File: src/rtl/lspd_pkg.sv
// Package for the LSB payload deframer: config/result types, parse phases,
// register indexes, reset defaults and the token character helper.
// No dependencies.
package lspd_pkg;

    localparam int unsigned MAX_TOKEN_CHARS = 8;

    localparam logic [2:0] CFG_HEADER_SKIP = 3'd0;
    localparam logic [2:0] CFG_MAGIC_LEN   = 3'd1;
    localparam logic [2:0] CFG_MAGIC_WORD  = 3'd2;
    localparam logic [2:0] CFG_EXT_LEN     = 3'd3;
    localparam logic [2:0] CFG_EXT_WORD    = 3'd4;

    localparam logic [7:0]  RST_HEADER_SKIP = 8'd54;
    localparam logic [3:0]  RST_MAGIC_LEN   = 4'd2;
    localparam logic [63:0] RST_MAGIC_WORD  = 64'h0000_0000_0000_2A23;
    localparam logic [3:0]  RST_EXT_LEN     = 4'd4;
    localparam logic [63:0] RST_EXT_WORD    = 64'h0000_0000_7478_742E;

    localparam logic [1:0] ST_PAYLOAD     = 2'd0;
    localparam logic [1:0] ST_EXT_BAD     = 2'd1;
    localparam logic [1:0] ST_EXT_LEN_BAD = 2'd2;

    typedef enum logic [6:0] {
        PH_SKIP    = 7'b0000001,
        PH_MAGIC   = 7'b0000010,
        PH_EXTLEN  = 7'b0000100,
        PH_EXT     = 7'b0001000,
        PH_PAYLEN  = 7'b0010000,
        PH_PAYLOAD = 7'b0100000,
        PH_DONE    = 7'b1000000
    } t_phase;

    typedef struct packed {
        logic [7:0]  header_skip;
        logic [3:0]  magic_len;
        logic [63:0] magic_word;
        logic [3:0]  ext_len;
        logic [63:0] ext_word;
    } t_cfg;

    typedef struct packed {
        logic [7:0] out_byte;
        logic       is_last;
        logic       magic_ok;
        logic [1:0] status;
    } t_result;

    function automatic logic [3:0] eff_len(input logic [3:0] len);
        return (len > 4'(MAX_TOKEN_CHARS)) ? 4'(MAX_TOKEN_CHARS) : len;
    endfunction

    function automatic logic [7:0] token_char(input logic [63:0] word, input logic [2:0] idx);
        logic [63:0] sh;
        sh = word >> {idx, 3'b000};
        return sh[7:0];
    endfunction

endpackage

File: src/rtl/lspd_ifs.sv
// Valid/ready channel interfaces for the LSB payload deframer.
// Depends on nothing; payload widths follow the block's fields.
interface lspd_in_if;
    logic       valid;
    logic       ready;
    logic [7:0] image_byte;
    logic       frame_start;

    modport source (output valid, output image_byte, output frame_start, input ready);
    modport sink   (input valid, input image_byte, input frame_start, output ready);
endinterface

interface lspd_out_if;
    logic       valid;
    logic       ready;
    logic [7:0] out_byte;
    logic       is_last;
    logic       magic_ok;
    logic [1:0] status;

    modport source (output valid, output out_byte, output is_last, output magic_ok,
                    output status, input ready);
    modport sink   (input valid, input out_byte, input is_last, input magic_ok,
                    input status, output ready);
endinterface

File: src/rtl/lspd_parser.sv
// Parse state and one-bit-per-step field decoder of the LSB payload deframer.
// Depends on lspd_pkg.
module lspd_parser import lspd_pkg::*; (
    input  logic    i_clk,
    input  logic    i_rst_n,
    input  logic    i_step,
    input  logic    i_bit,
    input  logic    i_frame_start,
    input  t_cfg    i_cfg,
    output logic    o_emit,
    output t_result o_result
);

    t_phase      r_phase, n_phase;
    logic [7:0]  r_skip_count, n_skip_count;
    logic [4:0]  r_bit_count, n_bit_count;
    logic [31:0] r_bit_shift, n_bit_shift;
    logic [3:0]  r_field_index, n_field_index;
    logic        r_magic_match, n_magic_match;
    logic [31:0] r_payload_left, n_payload_left;

    logic [3:0]  mlen, elen;
    logic        go, wide, word_done;
    logic [31:0] cur;

    always_comb begin
        n_phase        = r_phase;
        n_skip_count   = r_skip_count;
        n_bit_count    = r_bit_count;
        n_bit_shift    = r_bit_shift;
        n_field_index  = r_field_index;
        n_magic_match  = r_magic_match;
        n_payload_left = r_payload_left;
        o_emit         = 1'b0;
        o_result       = '0;
        mlen           = eff_len(i_cfg.magic_len);
        elen           = eff_len(i_cfg.ext_len);
        go             = 1'b1;
        wide           = 1'b0;
        word_done      = 1'b0;
        cur            = '0;

        if (i_frame_start) begin
            n_phase        = PH_SKIP;
            n_skip_count   = '0;
            n_bit_count    = '0;
            n_bit_shift    = '0;
            n_field_index  = '0;
            n_magic_match  = 1'b1;
            n_payload_left = '0;
        end

        if (n_phase == PH_SKIP) begin
            if (n_skip_count < i_cfg.header_skip) begin
                n_skip_count = n_skip_count + 8'd1;
                go = 1'b0;
            end else begin
                n_phase = (mlen != 4'd0) ? PH_MAGIC : PH_EXTLEN;
            end
        end
        if (n_phase == PH_DONE) begin
            go = 1'b0;
        end

        if (go) begin
            wide      = (n_phase == PH_EXTLEN) || (n_phase == PH_PAYLEN);
            cur       = n_bit_shift | ({31'b0, i_bit} << n_bit_count);
            word_done = wide ? (n_bit_count == 5'd31) : (n_bit_count >= 5'd7);
            if (!word_done) begin
                n_bit_shift = cur;
                n_bit_count = n_bit_count + 5'd1;
            end else begin
                n_bit_shift = '0;
                n_bit_count = '0;
                case (n_phase)
                    PH_MAGIC: begin
                        if (cur != {24'b0, token_char(i_cfg.magic_word, n_field_index[2:0])}) begin
                            n_magic_match = 1'b0;
                        end
                        n_field_index = n_field_index + 4'd1;
                        if (n_field_index >= mlen) begin
                            n_field_index = '0;
                            n_phase = PH_EXTLEN;
                        end
                    end
                    PH_EXTLEN: begin
                        if (cur != {28'b0, elen}) begin
                            n_phase = PH_DONE;
                            o_emit = 1'b1;
                            o_result.status = ST_EXT_LEN_BAD;
                        end else begin
                            n_phase = (elen != 4'd0) ? PH_EXT : PH_PAYLEN;
                        end
                    end
                    PH_EXT: begin
                        if (cur != {24'b0, token_char(i_cfg.ext_word, n_field_index[2:0])}) begin
                            n_phase = PH_DONE;
                            o_emit = 1'b1;
                            o_result.status = ST_EXT_BAD;
                        end else begin
                            n_field_index = n_field_index + 4'd1;
                            if (n_field_index >= elen) begin
                                n_field_index = '0;
                                n_phase = PH_PAYLEN;
                            end
                        end
                    end
                    PH_PAYLEN: begin
                        n_payload_left = cur;
                        n_phase = (cur != 32'd0) ? PH_PAYLOAD : PH_DONE;
                    end
                    PH_PAYLOAD: begin
                        n_payload_left = n_payload_left - 32'd1;
                        if (n_payload_left == 32'd0) begin
                            n_phase = PH_DONE;
                        end
                        o_emit = 1'b1;
                        o_result.out_byte = cur[7:0];
                        o_result.is_last = (n_payload_left == 32'd0);
                        o_result.status = ST_PAYLOAD;
                    end
                    default: begin
                        n_phase = PH_DONE;
                    end
                endcase
            end
        end
        o_result.magic_ok = n_magic_match;
    end

    always_ff @(posedge i_clk) begin
        if (!i_rst_n) begin
            r_phase        <= PH_SKIP;
            r_skip_count   <= '0;
            r_bit_count    <= '0;
            r_bit_shift    <= '0;
            r_field_index  <= '0;
            r_magic_match  <= 1'b1;
            r_payload_left <= '0;
        end else if (i_step) begin
            r_phase        <= n_phase;
            r_skip_count   <= n_skip_count;
            r_bit_count    <= n_bit_count;
            r_bit_shift    <= n_bit_shift;
            r_field_index  <= n_field_index;
            r_magic_match  <= n_magic_match;
            r_payload_left <= n_payload_left;
        end
    end

endmodule

File: src/rtl/lsb_stego_payload_deframer.sv
// Top level of the LSB payload deframer: config registers, input register,
// result register and the parser. Depends on lspd_pkg, lspd_ifs, lspd_parser.
//
// Usage:
//   i_in carries one carrier image byte per transaction; only bit 0 holds
//   hidden data. frame_start = 1 restarts parsing with that byte as byte 0.
//   o_out carries payload bytes (status 0, is_last on the final one) or a
//   single error transaction (status 1 or 2) after which the frame is ignored
//   until the next frame_start. magic_ok reports the magic comparison.
//   Config: i_cfg_we writes i_cfg_data to register i_cfg_idx (0 header_skip,
//   1 magic_len, 2 magic_word, 3 ext_len, 4 ext_word); write only when idle.
// Timing:
//   One input transaction per cycle sustained while o_out is not stalled. A
//   result is registered on o_out after its byte passes the input register, then the result register.
//   If o_out is stalled, the held input byte waits and i_in.ready drops once
//   both registers are occupied; nothing is dropped.
// Reset:
//   Synchronous active-low i_rst_n restores register defaults and returns the
//   parser to the header-skip phase with both pipeline registers empty.
module lsb_stego_payload_deframer import lspd_pkg::*; (
    input  logic        i_clk,
    input  logic        i_rst_n,
    lspd_in_if.sink     i_in,
    lspd_out_if.source  o_out,
    input  logic        i_cfg_we,
    input  logic [2:0]  i_cfg_idx,
    input  logic [63:0] i_cfg_data
);

    t_cfg    r_cfg;
    logic    r_s1_valid;
    logic    r_s1_bit;
    logic    r_s1_fs;
    logic    r_out_valid;
    t_result r_out;

    logic    adv;
    logic    emit;
    t_result result;

    assign adv        = r_s1_valid && (!r_out_valid || o_out.ready);
    assign i_in.ready = !r_s1_valid || adv;

    lspd_parser u_parser (
        .i_clk         (i_clk),
        .i_rst_n       (i_rst_n),
        .i_step        (adv),
        .i_bit         (r_s1_bit),
        .i_frame_start (r_s1_fs),
        .i_cfg         (r_cfg),
        .o_emit        (emit),
        .o_result      (result)
    );

    always_ff @(posedge i_clk) begin
        if (!i_rst_n) begin
            r_cfg.header_skip <= RST_HEADER_SKIP;
            r_cfg.magic_len   <= RST_MAGIC_LEN;
            r_cfg.magic_word  <= RST_MAGIC_WORD;
            r_cfg.ext_len     <= RST_EXT_LEN;
            r_cfg.ext_word    <= RST_EXT_WORD;
        end else if (i_cfg_we) begin
            case (i_cfg_idx)
                CFG_HEADER_SKIP: r_cfg.header_skip <= i_cfg_data[7:0];
                CFG_MAGIC_LEN:   r_cfg.magic_len   <= i_cfg_data[3:0];
                CFG_MAGIC_WORD:  r_cfg.magic_word  <= i_cfg_data;
                CFG_EXT_LEN:     r_cfg.ext_len     <= i_cfg_data[3:0];
                CFG_EXT_WORD:    r_cfg.ext_word    <= i_cfg_data;
                default: begin
                end
            endcase
        end
    end

    always_ff @(posedge i_clk) begin
        if (!i_rst_n) begin
            r_s1_valid <= 1'b0;
        end else if (i_in.valid && i_in.ready) begin
            r_s1_valid <= 1'b1;
        end else if (adv) begin
            r_s1_valid <= 1'b0;
        end
    end

    always_ff @(posedge i_clk) begin
        if (i_in.valid && i_in.ready) begin
            r_s1_bit <= i_in.image_byte[0];
            r_s1_fs  <= i_in.frame_start;
        end
    end

    always_ff @(posedge i_clk) begin
        if (!i_rst_n) begin
            r_out_valid <= 1'b0;
        end else if (adv) begin
            r_out_valid <= emit;
        end else if (o_out.ready) begin
            r_out_valid <= 1'b0;
        end
    end

    always_ff @(posedge i_clk) begin
        if (adv && emit) begin
            r_out <= result;
        end
    end

    assign o_out.valid    = r_out_valid;
    assign o_out.out_byte = r_out.out_byte;
    assign o_out.is_last  = r_out.is_last;
    assign o_out.magic_ok = r_out.magic_ok;
    assign o_out.status   = r_out.status;

endmodule

File: src/flat_wrapper.sv
// flat-port wrapper written by rule: the top's interface ports become plain ports
module lsb_stego_payload_deframer_flat import lspd_pkg::*;
  (i_clk, i_rst_n, i_cfg_we, i_cfg_idx, i_cfg_data, i_in_valid, i_in_image_byte, i_in_frame_start, i_in_ready, o_out_valid, o_out_out_byte, o_out_is_last, o_out_magic_ok, o_out_status, o_out_ready);
  lspd_in_if i_in_i ();
  lspd_out_if o_out_i ();
  input  logic i_clk;
  input  logic i_rst_n;
  input  logic i_cfg_we;
  input  logic [2:0] i_cfg_idx;
  input  logic [63:0] i_cfg_data;
  input wire logic [$bits(i_in_i.valid)-1:0] i_in_valid;
  input wire logic [$bits(i_in_i.image_byte)-1:0] i_in_image_byte;
  input wire logic [$bits(i_in_i.frame_start)-1:0] i_in_frame_start;
  output wire logic [$bits(i_in_i.ready)-1:0] i_in_ready;
  output wire logic [$bits(o_out_i.valid)-1:0] o_out_valid;
  output wire logic [$bits(o_out_i.out_byte)-1:0] o_out_out_byte;
  output wire logic [$bits(o_out_i.is_last)-1:0] o_out_is_last;
  output wire logic [$bits(o_out_i.magic_ok)-1:0] o_out_magic_ok;
  output wire logic [$bits(o_out_i.status)-1:0] o_out_status;
  input wire logic [$bits(o_out_i.ready)-1:0] o_out_ready;
  assign i_in_i.valid = i_in_valid;
  assign i_in_i.image_byte = i_in_image_byte;
  assign i_in_i.frame_start = i_in_frame_start;
  assign i_in_ready = i_in_i.ready;
  assign o_out_valid = o_out_i.valid;
  assign o_out_out_byte = o_out_i.out_byte;
  assign o_out_is_last = o_out_i.is_last;
  assign o_out_magic_ok = o_out_i.magic_ok;
  assign o_out_status = o_out_i.status;
  assign o_out_i.ready = o_out_ready;
  lsb_stego_payload_deframer u_core (.i_clk(i_clk), .i_rst_n(i_rst_n), .i_in(i_in_i), .o_out(o_out_i), .i_cfg_we(i_cfg_we), .i_cfg_idx(i_cfg_idx), .i_cfg_data(i_cfg_data));
endmodule
File: config.mk
export PLATFORM = sky130hd
export DESIGN_NAME = lsb_stego_payload_deframer_flat
export DESIGN_NICKNAME = d
export VERILOG_FILES = /design/src/rtl/lspd_pkg.sv /design/src/rtl/lspd_ifs.sv /design/src/rtl/lspd_parser.sv /design/src/rtl/lsb_stego_payload_deframer.sv /design/src/flat_wrapper.sv
export SDC_FILE = /design/constraint.sdc
export NUM_CORES = 1
export LEC_CHECK = 0
export BUFFER_PORTS_ARGS = -buffer_cell sky130_fd_sc_hd__buf_2
export CORE_MARGIN = 4
export CORE_UTILIZATION = 36
export CTS_CLUSTER_DIAMETER = 50
export DETAILED_ROUTE_END_ITERATION = 12
export PLACE_DENSITY = 0.57
export RECOVER_POWER = 25
export SLEW_MARGIN = 0
export SYNTH_ARGS = -nofsm -noshare
export SYNTH_HDL_FRONTEND = slang
export SYNTH_SLANG_ARGS = --single-unit
File: constraint.sdc
create_clock -name i_clk -period 6.9 [get_ports i_clk]
set_clock_uncertainty 0.2 [all_clocks]
set_input_delay 1.38 -clock i_clk [delete_from_list [all_inputs] [get_ports i_clk]]
set_output_delay 1.38 -clock i_clk [all_outputs]
set_load 0.05 [all_outputs]
Yosys cells after proc, flatten, opt, wreduce, memory -nomap -nowiden

Cells that the tools add are included.

Register bits: 249
Input bits: 81
Output and inout bits: 14
Word-level logic and storage cells: 128

$add $sub $neg: 4
Magnitude comparators: 6
Equality and inequality tests: 15
Shift-type cells: 3
Multiplexer cells: 57
Bitwise operators: 1
Reduce and logical (&&, ||, !) cells: 22

Operator list:

| kind                  | number |
|---|---|
| $mux 32               | 6 |
| $shr 64x6->8          | 2 |
| $mux 7                | 11 |
| $ne 32x8->1           | 2 |
| $pmux 32 s2           | 1 |
| $pmux 7 s5            | 1 |
| $logic_not 32->1      | 1 |
| $mux 4                | 8 |
| $ne 32x4->1           | 1 |
| $or 32x32->32         | 1 |
| $reduce_bool 32->1    | 1 |
| $shl 1x5->32          | 1 |
| $sub 32x1->32 const B | 1 |
| $mux 8                | 3 |
| $mux 5                | 4 |
| $mux 1                | 18 |
| $reduce_and 2->1      | 6 |
| $add 8x1->8 const B   | 1 |
| $ge 4x4->1            | 2 |
| $gt 4x4->1 const B    | 2 |
| $lt 8x8->1            | 1 |
| $pmux 4 s2            | 1 |
| $reduce_bool 4->1     | 2 |
| $eq 7x1->1 const B    | 1 |
| 23 further kinds      | 30 |

Depth between registers and ports, before layout

Gate-level depths: netlist of run 1.

Depth after elaboration: 12
Gate-level depth with buffers: 23
Gate-level depth less buffers: 13

By module

From an unflattened synthesis of run 1, not the netlist that was laid out.

Cell total of the unflattened synthesis: 1603
Area total of the unflattened synthesis: 13932.1 sq um

By module, submodules not included:

| module                     | times used | cells each | area an instance (sq um) | seq. area each (sq um) |
|---|---|---|---|---|
| lspd_parser                | 1          | 1015       | 7845.0                   | 1781.7 |
| lsb_stego_payload_deframer | 1          | 588        | 6087.1                   | 3343.2 |

Least setup slack after synthesis of run 1

OpenSTA, ideal clock, no wires.

Kind: flip-flop to flip-flop
Start point: register u_core.r_s1_fs
End point: register u_core.r_out (netlist bit u_core.o_out.is_last), enable pin
Setup time: 0.407 ns
Arrival: 4.996 ns
Data required time: 6.293 ns
Slack: 1.297 ns
Cell stages (with the launch flop): 20
Path buffers: 10
Clock period less this slack: 5.603 ns
Path through: edfxtp_1 > buf_4 > buf_2 > buf_2 > buf_2 > buf_2 > buf_2 > clkbuf_1 > clkbuf_1 > clkbuf_1 > buf_1 > nor2b_1 > ha_1 > a21o_1 > a21oi_1 > o22ai_1 > o31ai_1 > nand4_1 > a21o_1 > a311oi_1

Word-level cells in the longest chain between the ends: 10
Elaborated cells between the ends (all ways): 32
Those cells by class: order compare: 2; eq/ne: 9; shift: 2; mux: 16; bitwise: 1; reduce/logical: 2

RTL lines:

| element                                                              | RTL line                          | RTL |
|---|---|---|
| start, declared                                                      | lsb_stego_payload_deframer.sv:33  | `logic r_s1_fs;` |
| start signal, assigned                                               | lsb_stego_payload_deframer.sv:88  | `r_s1_fs <= i_in.frame_start;` |
| parallel branches: the longest is 8 deep, another holds $shr 64x6->8 | -                                 |  |
| $mux 1 (*)                                                           | lspd_parser.sv:65                 | `if (go) begin` |
| $logic_and 1x1->1 (*)                                                | lsb_stego_payload_deframer.sv:103 | `if (adv && emit) begin` |
| end signal, assigned                                                 | lsb_stego_payload_deframer.sv:104 | `r_out <= result;` |
| end, declared                                                        | lsb_stego_payload_deframer.sv:35  | `t_result r_out;` |

Every way passes the cells marked *.
A chain may end at the register's enable or synchronous reset.

Worst setup path in the final report of run 1

Start point: input port i_rst_n
End point: register u_core.r_cfg[91] (netlist bit)

RTL lines:

| element         | RTL line                         | RTL |
|---|---|---|
| start, declared | flat_wrapper.sv:7                | `input logic i_rst_n;` |
| end, declared   | lsb_stego_payload_deframer.sv:30 | `t_cfg r_cfg;` |

No word-level cell between the ends.

==> results of run 1 <==
worst paths after layout:
kind                         start                         endpoint
hold reg to reg   u_core.r_cfg[56]                 u_core.r_cfg[56]
setup reg to reg    u_core.r_s1_fs  u_core.u_parser.r_bit_shift[25]
setup / recovery           i_rst_n                 u_core.r_cfg[91]
hold / removal    u_core.r_cfg[56]                 u_core.r_cfg[56]
cells in the final DEF (no fill, tap or decap), types with 22 or more instances in the layout:
| cell type | netlist | layout |
|---|---|---|
| a21oi_1 | 202 | 202 |
| a22oi_1 | 39 | 39 |
| buf_2 | 8 | 74 |
| clkbuf_1 | 115 | 22 |
| clkbuf_16 | 0 | 39 |
| dfxtp_1 | 235 | 235 |
| inv_1 | 23 | 22 |
| nand2_1 | 366 | 366 |
| nand3_1 | 50 | 49 |
| nor2_1 | 152 | 151 |
| nor2b_1 | 34 | 33 |
| nor3_1 | 29 | 29 |
| nor4_1 | 23 | 23 |
| o21ai_0 | 75 | 75 |
routing by layer:
layer / up-vias / GRT usage, % / routed length (um) / part of all wire (%)
li1: 6159 / - / - / -
met1: 6049 / 29.0 / 18900 / 44
met2: 433 / 34.8 / 20200 / 47
met3: 70 / 3.30 / 2910 / 6.7
met4: 0 / 5.81 / 1070 / 2.5
met5: - / 0 / 0 / 0
flip-flops by register name, summed over array words and instances (netlist names), 2 cells and up:
register                        cells
u_core.o_out.out_byte               8
u_core.o_out.status                 2
u_core.r_cfg                      144
u_core.u_parser.r_bit_count         5
u_core.u_parser.r_bit_shift        32
u_core.u_parser.r_field_index       4
u_core.u_parser.r_payload_left     32
u_core.u_parser.r_phase             7
u_core.u_parser.r_skip_count        8
report_power, final:
group / switching (mW) / internal, mW
Sequential: 0.0193 / 1.47
Clock: 0.738 / 1.19
Combinational: 0.172 / 0.0819
Total: 0.930 / 2.75
stage by stage:
step	util [%]	area, um2	hold slack, ps
2_1_floorplan	-	13200	232
6_report	42.2	15200	252
5_1_grt	42.2	15200	263
3_5_place_dp	38.7	13900	244
4_1_cts	42.3	15200	251
3_3_place_gp	38.7	13900	239
synth_stat cells, drive strengths merged, types with 11 or more instances:
master  instances  area, um2
nand2         366       1370
dfxtp         235       4700
a21oi         202       1010
nor2          152        571
clkbuf        115        432
o21ai          84        420
nand3          50        250
a22oi          39        293
nor2b          34        213
nor3           29        145
nor4           25        178
inv            24       90.1
ha             21        263
xor2           21        184
buf            19       92.6
nand2b         19        119
xnor2          19        166
mux2i          18        180
nand4          17        106
o211ai         17        128
a31oi          16        100
mux4           15        338
o22ai          15       93.8
edfxtp         14        420
and3           13       81.3
or3            13       81.3
o31ai          12        114
or4            11       86.3
critical path: stages:
cell,delay (ps)
buf_2,70
clkbuf_1,2230
inv_6,1090
buf_4,700
a21oi_1,220
kinds of logic after synthesis:
logic type,count (synthesis),share of synthesized area (%)
multiplexers,38,4.34
AO/OA/AOI/OAI,454,20.9
AND/OR/NAND/NOR,771,26.7
flip-flops,249,38.7
XOR/XNOR,40,2.65
adder cells (fa/ha/maj),21,1.99
buffers and inverters,159,4.67
area by class of cell:
class	instances	share of cell area [%]
multi-input combinational	1324	49.6
sequential	249	33.8
clock buffer	48	6.79
tap	461	3.80
timing repair buffer	108	3.75
clock inverter	21	1.61
inverter	25	0.652
==> impl_metrics.yaml, run 1 <==
run_status:
  status: "complete, but fails checks"
  violations: "max-capacitance violations, max-slew violations"
floorplan:
  dieArea_mm2: 0.0399
  start_util_pct: 36.8
  row_count: 69
  die_h_um: 200
  design.core.area_mm2: 0.0359
  ioPinCount: 95
  dieWidth_um: 200
critical_path:
  r2r_slack_ps: 1910
  crit_required_ps: 7160
  cp_max_fo: 121
  rr_worst_depth: 11
  critPathCaptureType: "register"
  worst-setup-path-type: "in2reg"
  cp.arrival_ps: 5790
  startpoint_type: "input port"
sta:
  drv_slew: 117
  worst_pin_slew_ps: 3210
  max_freq_mhz: 181
  finalSetupViolations: 0
  finalCriticalPeriod_ps: 5530
  post-route-period-util_pct: 80.2
  grt_setup_unrepaired: "no"
  max_slew_margin_pct: -114
  setup_tns_ps: 0
  finalWorstSetupSlack_ps: 1370
  hold_viol: 0
grt:
  overflow: 0
  grt_max_degree: 122
  grt_pass1_wl_mm: 68.0
  grt_pass1_vias: 12000
  antenna_found_initial: 0
  grt_usage_pct: 21.1
hold_path:
  hold_class: "reg2reg"
  min_path_cells: 2
clock_tree:
  cts-root-buf: "clkbuf_16"
  numCtsBuffers: 38
  clock-sinks: 249
  post_cts_resized: 0
  hold_buffers: 0
  clockBufferDepth: 3
  insertion_delay_ps: 540
  htreeDepth: 2
  clk_transition_reported_paths_ps: 50
  postCtsSetupRepairBufs: 0
  tritoncts: "done"
power_and_ir_drop:
  power_mw: 3.68
  irDropWorstVdd_mv: 0.190
  p_leak_nw: 5.59
  power.density_mw_per_mm2: 242
routing:
  postRouteAntennaNets: 0
  first_pass_iters: 5
  drc: 0
  totalWireLength_mm: 43.1
  routedWlPerCell_um: 19.3
  drtIter0Drc: 1124
  viasPerCell: 5.68
  vias: 12700
final_layout:
  seq_area_mm2: 0.00512
  area_growth_syn_to_layout_pct: 14.6
  nNetsFinal: 1848
  fillers: 3711
  final_cells: 2236
  antenna_cells: 0
  multi_input_area_mm2: 0.00752
  drive_above_1_share_pct: 11.3
flow_run:
  maxCapViolCount: 2
synthesis:
  ys.flop_type: "dfxtp_1"
  synth_area_mm2: 0.0132
  synth-edff-count: 14
  synthArstFlopShare_pct: 0
  avgSynthCellArea_um2: 7.64
  synthCells: 1732
  synth_warnings: 0
  yosysSeqAreaShare_pct: 38.7
  synth.distinct_cells: 80
  synth-seq-cells: 249
  synth_nets: 1834
place:
  pre_cts_ws_ps: 1850
  place_congestion: 0.920
  dp_hpwl_mm: 28.2
  io_buffers: 87
  dp.cells: 2167
Power figures use the tool's default switching activity.
==> run 2: changes to the inputs <==
clock period = 5.5 ns   (was 6.9 ns; I/O delays follow)
==> impl_metrics.yaml, run 2 (synthesis gave the netlist of run 1 again) <==
clock_tree:
  tritoncts: "done"
  cts-root-buf: "clkbuf_16"
  postCtsSetupRepairBufs: 0
  clockBufferDepth: 3
  insertion_delay_ps: 550
  clk_transition_reported_paths_ps: 60
  numCtsBuffers: 40
  htreeDepth: 2
  post_cts_resized: 0
  clock-sinks: 249
  hold_buffers: 0
power_and_ir_drop:
  irDropWorstVdd_mv: 0.194
  power.density_mw_per_mm2: 313
  p_leak_nw: 5.69
critical_path:
  critical_path.max_stage_delay_ps: 950
  critPathCaptureType: "register"
  startpoint_type: "register"
  cp_top_family: "simple AND/OR/NAND/NOR gates"
  cp_max_fo: 20
  crit_required_ps: 5580
  cp_cell_sequence: "buf_4 > and4b_1 > a31oi_1 > nor2_1 > or4_1 > or3_1 > or4_4 > o21bai_2 > a311oi_2 > buf_4"
  rr_startpoint: "u_core.r_s1_fs"
  crit_buf_inv: 2
  worst-setup-path-type: "reg2reg"
  rr_worst_depth: 10
  cp_common_cell: "buf_4"
  cpMaxStageDelayCell: "edfxtp_1"
  r2r_slack_ps: 840
  cp.arrival_ps: 4740
  r2r_end: "u_core.o_out.out_byte[4]"
final_layout:
  fillers: 3726
  antenna_cells: 0
  final_cells: 2252
  seq_area_mm2: 0.00512
  drive_above_1_share_pct: 11.8
  multi_input_area_mm2: 0.00750
  nNetsFinal: 1862
  top_register: "u_core.r_cfg"
  final_common_cell: "nand2_1"
  mostFrequentLayoutCells: "nand2_1, dfxtp_1, a21oi_1"
  reg_top3: "u_core.r_cfg x144, u_core.u_parser.r_bit_shift x32, u_core.u_parser.r_payload_left x32"
  largest_reg_flops: 144
  area_growth_syn_to_layout_pct: 16.0
hold_path:
  min_path_cells: 2
  hold_class: "reg2reg"
  holdPathEnd: "u_core.r_cfg[11]"
  hp-start: "u_core.r_cfg[11]"
routing:
  viasPerCell: 5.69
  totalWireLength_mm: 43.1
  drc: 0
  routedWlPerCell_um: 19.2
  postRouteAntennaNets: 0
  vias: 12800
  first_pass_iters: 5
  drtIter0Drc: 1143
place:
  dp_hpwl_mm: 29.3
  io_buffers: 87
  place_congestion: 0.887
  dp.cells: 2179
floorplan:
  dieArea_mm2: 0.0399
  ioPinCount: 95
  dieWidth_um: 200
  die_h_um: 200
  design.core.area_mm2: 0.0359
  start_util_pct: 36.8
  row_count: 69
sta:
  post-route-period-util_pct: 84.7
  grt_setup_unrepaired: "no"
  finalSetupViolations: 0
  max_freq_mhz: 215
  max_slew_margin_pct: -90.2
  hold_viol: 0
  drv_slew: 210
  finalCriticalPeriod_ps: 4660
  setup_tns_ps: 0
  worst_pin_slew_ps: 2840
flow_run:
  maxCapViolCount: 3
grt:
  grt_pass1_wl_mm: 69.0
  grt_max_degree: 119
  grt_usage_pct: 21.4
  overflow: 0
  grt_pass1_vias: 12300
  antenna_found_initial: 0
run_status:
  status: "complete, but fails checks"
  violations: "max-capacitance violations, max-slew violations"
-- run 2: cell count changes in the layout (fill, tap and decap cells not counted), moves of 2 or more --
cell / delta
clkbuf_1: +3
buf_2: -2
inv_6: -2
clkinv_4: -3
buf_4: +14
inv_16: +2
clkinv_8: -2
clkbuf_16: +3
-- run 2: cell type report --
type | count | share of cell area, %
Clock buffer | 54 | 7.27
Timing Repair Buffer | 120 | 4.33
Clock inverter | 19 | 1.68
Sequential cell | 249 | 33.4
Inverter | 25 | 0.636
Multi-Input combinational cell | 1324 | 48.9
Tap cell | 461 | 3.76
-- run 2: worst max-delay path by stage --
stage                   start                                to  slack, ps  depth (start not counted)
4_1_cts        u_core.r_s1_fs          u_core.o_out.out_byte[4]        880                         10
3_5_place_dp   u_core.r_s1_fs          u_core.o_out.out_byte[2]        920                         10
3_3_place_gp   u_core.r_s1_fs          u_core.o_out.out_byte[2]        910                         10
2_1_floorplan  u_core.r_s1_fs              u_core.o_out.is_last        320                         19
6_report       u_core.r_s1_fs          u_core.o_out.out_byte[4]        840                         10
5_1_grt               i_rst_n  u_core.u_parser.r_field_index[0]        670                          5
-- run 2: power breakdown --
| group | internal [mW] | total [mW] | switching [mW] |
|---|---|---|---|
| combinational | 0.107 | 0.322 | 0.215 |
| sequential | 1.85 | 1.88 | 0.0255 |
| clock | 1.64 | 2.60 | 0.958 |
| total | 3.60 | 4.79 | 1.20 |
-- run 2: per-stage QoR --
stage	instance area (um2)	util, %	total power, mW	hold slack (ps)	setup WS (ps)
2_1_floorplan	13200	-	2.11	232	322
3_3_place_gp	14000	39.0	2.23	240	911
3_5_place_dp	14000	39.0	2.23	245	916
4_1_cts	15400	42.8	4.84	253	880
5_1_grt	15300	42.7	4.97	265	670
6_report	15300	42.7	4.79	250	839
-- run 2: worst register-to-register path: cells and delay by family (launching register included) --
family / cells / cell delay, ps
simple gates: 5 / 1940
flops: 1 / 950
compound gates: 3 / 730
buf+inv: 2 / 590
-- run 2: per-layer routing --
| layer | global-route usage (%) | up-vias | wire length, um |
|---|---|---|---|
| met3 | 3.52 | 67 | 2330 |
| met5 | 0 | - | 0 |
| li1 | - | 6197 | - |
| met4 | 5.66 | 0 | 939 |
| met2 | 35.1 | 381 | 20200 |
| met1 | 29.2 | 6171 | 19700 |
